===== config.mk =====
export PLATFORM = sky130hd
export DESIGN_NAME = sfcu_step
export DESIGN_NICKNAME = d
export VERILOG_FILES = /design/src/rtl/assert_macros.svh /design/src/rtl/sfcu_pkg.sv /design/src/rtl/sfcu_step.sv
export SDC_FILE = /design/constraint.sdc
export NUM_CORES = 1
export LEC_CHECK = 0
export ABC_AREA = 1
export BUFFER_PORTS_ARGS = -buffer_cell sky130_fd_sc_hd__buf_4
export CAP_MARGIN = 20
export CORE_MARGIN = 3
export CORE_UTILIZATION = 35
export DETAILED_ROUTE_END_ITERATION = 7
export PLACE_DENSITY_LB_ADDON = 0.15
export SLEW_MARGIN = 10
export SYNTH_ARGS = -nofsm -noshare
export SYNTH_HDL_FRONTEND = slang
export SYNTH_SLANG_ARGS = --single-unit

===== constraint.sdc =====
create_clock -name vclk -period 4.59
set_clock_uncertainty 0.1 [all_clocks]
set_input_delay 0.918 -clock vclk [all_inputs]
set_output_delay 0.918 -clock vclk [all_outputs]
set_load 0.005 [all_outputs]

===== src/rtl/assert_macros.svh =====
// Assertion helpers used by script_flow_control_unit_core.
// Each macro expands to one labeled concurrent assertion clocked by clk.
`ifndef ASSERT_MACROS_SVH
`define ASSERT_MACROS_SVH

// Checked only outside reset.
`define SFCU_ASSERT(lbl, prop, msg) \
  lbl: assert property (@(posedge clk) disable iff (!rst_n) prop) else $error(msg);

// Checked at every clock edge, reset included.
`define SFCU_ASSERT_ALWAYS(lbl, prop, msg) \
  lbl: assert property (@(posedge clk) prop) else $error(msg);

`endif


===== src/rtl/sfcu_pkg.sv =====
// ----------------------------------------------------------------------------
// sfcu_pkg
// Types, sizes and codes for the script flow control unit.
// ----------------------------------------------------------------------------
package sfcu_pkg;

  // Sizing.
  localparam int SCRIPT_SLOTS = 128;
  localparam int STACK_DEPTH  = 4;
  localparam int SLOT_W       = (SCRIPT_SLOTS > 1) ? $clog2(SCRIPT_SLOTS) : 1;
  localparam int LVL_W        = (STACK_DEPTH > 1) ? $clog2(STACK_DEPTH) : 1;
  localparam int DEPTH_W      = $clog2(STACK_DEPTH + 1);

  // Field widths.
  localparam int CMD_W   = 3;
  localparam int SLOTF_W = 7;
  localparam int OPC_W   = 8;
  localparam int ADDR_W  = 16;
  localparam int VAL_W   = 16;
  localparam int CNT_W   = 8;
  localparam int NDEP_W  = 3;

  // Item commands.
  typedef enum logic [CMD_W-1:0] {
    CMD_FLOW  = 3'd0,
    CMD_START = 3'd1,
    CMD_LOAD  = 3'd2,
    CMD_AND   = 3'd3,
    CMD_SUB   = 3'd4
  } cmd_t;

  // Flow opcodes.
  localparam logic [OPC_W-1:0] OP_RET      = 8'hFF;
  localparam logic [OPC_W-1:0] OP_CALL     = 8'hFC;
  localparam logic [OPC_W-1:0] OP_JUMP     = 8'hFB;
  localparam logic [OPC_W-1:0] OP_BR_ZERO  = 8'hFA;
  localparam logic [OPC_W-1:0] OP_BR_NEG   = 8'hF9;
  localparam logic [OPC_W-1:0] OP_BR_POS   = 8'hF5;
  localparam logic [OPC_W-1:0] OP_LOOP     = 8'hF8;
  localparam logic [OPC_W-1:0] OP_LOOP_END = 8'hF7;
  localparam logic [OPC_W-1:0] OP_BREAK    = 8'hF6;
  localparam logic [OPC_W-1:0] OP_REL      = 8'hF4;
  localparam logic [OPC_W-1:0] OP_REL_ZERO = 8'hF3;
  localparam logic [OPC_W-1:0] OP_REL_NEG  = 8'hF2;

  // One input item.
  typedef struct packed {
    logic [CMD_W-1:0]   command;
    logic [SLOTF_W-1:0] script_slot;
    logic [OPC_W-1:0]   opcode;
    logic [ADDR_W-1:0]  operand;
    logic [ADDR_W-1:0]  next_pc;
  } in_item_t;

  // One result item.
  typedef struct packed {
    logic [ADDR_W-1:0]       fetch_address;
    logic                    script_ended;
    logic                    stack_overflow;
    logic signed [VAL_W-1:0] value_out;
    logic [NDEP_W-1:0]       nesting_depth;
  } out_item_t;

  // Everything one slot keeps, stored as one memory row.
  typedef struct packed {
    logic [ADDR_W-1:0]                  pc;
    logic [DEPTH_W-1:0]                 depth;
    logic [VAL_W-1:0]                   value;
    logic [STACK_DEPTH-1:0][ADDR_W-1:0] ret;
    logic [STACK_DEPTH-1:0][CNT_W-1:0]  cnt;
  } slot_row_t;

endpackage


===== src/rtl/sfcu_step.sv =====
// ----------------------------------------------------------------------------
// sfcu_step
// Executes one command against one slot row: new row and result item.
// ----------------------------------------------------------------------------
module sfcu_step (
  input  sfcu_pkg::in_item_t  item,
  input  sfcu_pkg::slot_row_t row,
  output sfcu_pkg::slot_row_t row_nxt,
  output sfcu_pkg::out_item_t res
);

  logic [sfcu_pkg::DEPTH_W-1:0] depth_c;
  logic [sfcu_pkg::DEPTH_W-1:0] depth_n;
  logic [sfcu_pkg::LVL_W-1:0]   push_idx;
  logic [sfcu_pkg::LVL_W-1:0]   top_idx;
  logic                         full;
  logic                         empty;
  logic                         is_zero;
  logic                         is_neg;
  logic [sfcu_pkg::ADDR_W-1:0]  rel_pc;
  logic [sfcu_pkg::ADDR_W-1:0]  pc_n;
  logic [sfcu_pkg::VAL_W-1:0]   val_n;
  logic [sfcu_pkg::CNT_W-1:0]   cnt_dec;
  logic [sfcu_pkg::VAL_W-1:0]   opnd_byte;
  logic                         ended;
  logic                         overflow;

  // Stored depth is clamped to the stack size before use.
  assign depth_c  = (row.depth > sfcu_pkg::DEPTH_W'(sfcu_pkg::STACK_DEPTH)) ?
                    sfcu_pkg::DEPTH_W'(sfcu_pkg::STACK_DEPTH) : row.depth;
  assign full     = (depth_c == sfcu_pkg::DEPTH_W'(sfcu_pkg::STACK_DEPTH));
  assign empty    = (depth_c == '0);
  assign push_idx = sfcu_pkg::LVL_W'(depth_c);
  assign top_idx  = sfcu_pkg::LVL_W'(depth_c - sfcu_pkg::DEPTH_W'(1));
  assign is_zero  = (row.value == '0);
  assign is_neg   = row.value[sfcu_pkg::VAL_W-1];
  assign cnt_dec  = row.cnt[top_idx] - sfcu_pkg::CNT_W'(1);

  // Relative target: next_pc plus the sign-extended low operand byte.
  assign rel_pc    = item.next_pc + {{8{item.operand[7]}}, item.operand[7:0]};
  assign opnd_byte = {8'h00, item.operand[7:0]};

  // Command decode and flow execution.
  always_comb begin
    row_nxt  = row;
    pc_n     = row.pc;
    depth_n  = depth_c;
    val_n    = row.value;
    ended    = 1'b0;
    overflow = 1'b0;
    case (sfcu_pkg::cmd_t'(item.command))
      sfcu_pkg::CMD_FLOW: begin
        pc_n = item.next_pc;
        case (item.opcode)
          sfcu_pkg::OP_RET: begin
            if (empty) begin
              ended = 1'b1;
            end else begin
              depth_n = depth_c - sfcu_pkg::DEPTH_W'(1);
              pc_n    = row.ret[top_idx];
            end
          end
          sfcu_pkg::OP_CALL: begin
            if (full) begin
              overflow = 1'b1;
            end else begin
              row_nxt.ret[push_idx] = item.next_pc;
              depth_n = depth_c + sfcu_pkg::DEPTH_W'(1);
              pc_n    = item.operand;
            end
          end
          sfcu_pkg::OP_JUMP:    pc_n = item.operand;
          sfcu_pkg::OP_BR_ZERO: if (is_zero) pc_n = item.operand;
          sfcu_pkg::OP_BR_NEG:  if (is_neg) pc_n = item.operand;
          sfcu_pkg::OP_BR_POS:  if (!is_neg) pc_n = item.operand;
          sfcu_pkg::OP_LOOP: begin
            if (full) begin
              overflow = 1'b1;
            end else begin
              row_nxt.cnt[push_idx] = item.operand[7:0];
              row_nxt.ret[push_idx] = item.next_pc;
              depth_n = depth_c + sfcu_pkg::DEPTH_W'(1);
            end
          end
          sfcu_pkg::OP_LOOP_END: begin
            if (!empty) begin
              row_nxt.cnt[top_idx] = cnt_dec;
              if (cnt_dec != '0) begin
                pc_n = row.ret[top_idx];
              end else begin
                depth_n = depth_c - sfcu_pkg::DEPTH_W'(1);
              end
            end
          end
          sfcu_pkg::OP_BREAK: if (!empty) depth_n = depth_c - sfcu_pkg::DEPTH_W'(1);
          sfcu_pkg::OP_REL:      pc_n = rel_pc;
          sfcu_pkg::OP_REL_ZERO: if (is_zero) pc_n = rel_pc;
          sfcu_pkg::OP_REL_NEG:  if (is_neg) pc_n = rel_pc;
          default: ;
        endcase
      end
      sfcu_pkg::CMD_START: begin
        pc_n    = item.operand;
        depth_n = '0;
        val_n   = '0;
      end
      sfcu_pkg::CMD_LOAD: begin
        pc_n  = item.next_pc;
        val_n = opnd_byte;
      end
      sfcu_pkg::CMD_AND: begin
        pc_n  = item.next_pc;
        val_n = row.value & opnd_byte;
      end
      sfcu_pkg::CMD_SUB: begin
        pc_n  = item.next_pc;
        val_n = row.value - opnd_byte;
      end
      default: ;
    endcase
    row_nxt.pc    = pc_n;
    row_nxt.depth = depth_n;
    row_nxt.value = val_n;
  end

  // Result item.
  assign res.fetch_address  = pc_n;
  assign res.script_ended   = ended;
  assign res.stack_overflow = overflow;
  assign res.value_out      = val_n;
  assign res.nesting_depth  = sfcu_pkg::NDEP_W'(depth_n);

endmodule


==> flow_summary.json <==
{
  "cp-end-kind": "primary output",
  "worst_pin_slew_ps": 764.2,
  "syn_nets": 1808,
  "setup_slack_ps": 113.5,
  "die_area_um2": 24350,
  "endpoint": "res[27]",
  "dp_hpwl_um": 33470,
  "leakage_nw": 5.754,
  "rsz0062_at_grt": "true",
  "cap_violations": 0,
  "powerDensity_nw_per_um2": 99.63,
  "cts_hold_buf": 0,
  "crit_chain": "buf_4 -> inv_2 -> nor2_4 -> inv_2 -> ha_4 -> inv_6 -> buf_6 -> nand3_1 -> nand2_2 -> nand2_4 -> inv_2 -> nand2_1 -> nand2_1 -> inv_2 -> nand3_4 -> nor2_4 -> nand2_4 -> buf_8 -> nand3_1 -> nand3_2 -> nand2_2 -> nand2_1 -> nand3_1 -> buf_4",
  "post-place-ws_ps": -113.1,
  "area_growth_pct": 42.00,
  "post_route_cells_drive_above_1_share_pct": 26.95,
  "cp.depth": 24,
  "rows": 54,
  "ys_warn_count": 0,
  "max_freq_mhz": 223.4,
  "relSlewSlack_pct": 48.87,
  "status": "finished clean",
  "firstDrtPassIters": 6,
  "io_pins": 349,
  "holdPathStages": 4,
  "clock_buffers": 0,
  "ir_worst_vdd_mv": 0.06559,
  "wl_per_cell_um": 19.41,
  "design_area_um2": 11190,
  "worst-path-buf-inv": 9,
  "port_buffers": 342,
  "finalNetCount": 2125,
  "overflow": 0,
  "setup_violations": 0,
  "place_area_um2": 10900,
  "cp_common_cell": "inv_2",
  "regArea_um2": 0,
  "n_antenna_cell": 0,
  "slew_viol_final": 0,
  "core_area_um2": 21960,
  "seq_cells": 0,
  "yosysTopAreaCell": "nand2_1",
  "total_power_mw": 1.115,
  "synth_top_area_share_pct": 20.20,
  "die_h_um": 156.0,
  "period_share_pct": 97.53,
  "start_util_pct": 35.88,
  "worstPathArrival_ps": 3460,
  "synthTopCellsByArea": "nand2_1 (20%), o21ai_0 (12%), inv_1 (8.7%), nand3_1 (8.2%), a21oi_1 (6.9%)",
  "cp_slowest_cell": "ha_4",
  "synth_cells": 1585,
  "crit_fanout": 12,
  "crit_required_ps": 3570,
  "vias_per_cell": 5.717,
  "critical-path-top-delay-family": "simple AND/OR/NAND/NOR gates",
  "period_minus_slack_ps": 4477,
  "grt_max_degree": 46,
  "wl_um": 42300,
  "slowest_delay_ps": 330,
  "startpoint": "row[113]",
  "holdWs_ps": 2023,
  "drt-initial-drc-count": 1233,
  "syn_avg_cell_area_um2": 4.971,
  "track_usage_pct": 31.84,
  "worstHoldPathType": "input pin to primary output",
  "startpoint_type": "input pin",
  "route.detailed.drc": 0,
  "routed-via-count": 12460,
  "gp_congestion": 0.9730,
  "postRouteAntennaNets": 0,
  "grt_pass1_wl_um": 62710,
  "hold_violations": 0,
  "postLayoutCoreUtil_pct": 50.95,
  "critPathKind": "input pin to primary output",
  "grt_pass1_vias": 11180,
  "antenna_found_initial": 0,
  "netlist_area_um2": 7879,
  "die_x_um": 156.0,
  "synthDistinctLibCells": 50,
  "ys_seq_area_share_pct": 0
}
[layout by cell type, fill, tap and decap left out, types with 32 or more instances in the layout]
master    Yosys  layout
buf_4        40     426
ha_1         40      38
o21ai_0     193     193
o211ai_1     32      32
nor2_1      144     138
a21oi_1     108     107
o22ai_1      36      36
nand3_1     129     109
nand2_1     424     414
inv_1       182     178
[synth_stat cells, types with 2 or more instances]
library cell,instances
o21ai_1,9
a211oi_1,9
o21ai_0,193
nand3_1,129
clkinv_1,4
buf_2,11
a31oi_1,2
nand3_2,3
or2_2,9
buf_6,4
nor2_1,144
nor2_2,4
a21oi_1,108
inv_1,182
buf_1,8
nand3b_1,3
nor3_1,18
o21a_1,9
o22ai_1,36
clkbuf_1,58
o211ai_1,32
inv_2,3
nand2_1,424
fa_1,2
a32oi_1,2
a22oi_1,27
nand2_4,2
ha_1,40
nor4_1,3
nand2_2,5
a22o_1,2
buf_4,40
a211o_1,2
o32ai_1,2
a221oi_1,4
o2111ai_1,6
xor2_1,9
o21bai_1,7
nand4_1,10
a32o_1,10
[through the flow]
stage / TNS [ps] / std cells
6_report: 0 / 2180
5_1_grt: -35.26 / 2180
4_1_cts: 0 / 2177
3_5_place_dp: -2077 / 2176
3_3_place_gp: -1668 / 2176
2_1_floorplan: 0 / 1585
[area by class of cell]
type	instances	area, µm²
Multi-Input combinational cell	1276	6790
Fill cell	2423	10770
Inverter	190	720.7
Timing Repair Buffer	434	3327
Tap cell	280	350.3
[kinds of logic (layout without fill, tap and decap cells)]
logic type      after synthesis  after routing  synth area share [%]
compound gates              465            465                 34.54
buf+inv                     311            624                 17.31
xor+xnor                     10             10                 1.112
simple gates                757            759                 40.18
fa+ha+maj                    42             42                 6.860
[what timing repair did]
action                     4_1_cts  5_1_grt
setup endpoints to repair       36       44
gates cloned                     0        2
setup buffers                    1        1
resized for setup               10       52
pin swaps                        4       23
[per-layer routing]
metal  up-vias  wire length, µm  global-route usage, %
met4         0             1412                  8.410
li1       5952                -                      -
met1      5650            17510                  43.92
met5         -                0                      0
met3        80             4853                  4.993
met2       780            18530                  51.57
[how the worst min path moves through the flow]
stage             start           to  slack [ps]
2_1_floorplan   row[34]  row_nxt[34]        1840
3_3_place_gp    row[87]  row_nxt[87]        2030
3_5_place_dp    row[60]  row_nxt[60]        2030
4_1_cts         row[83]  row_nxt[83]        2030
5_1_grt         row[92]  row_nxt[92]        2050
6_report       row[115]      res[21]        2020
[power breakdown]
group	switching (mW)	internal, mW	leakage [nW]
Combinational	0.639	0.476	5.75
Clock	0	0	0
Sequential	0	0	0
Total	0.639	0.476	5.75
Note: power is estimated with default switching activity, not from simulation.
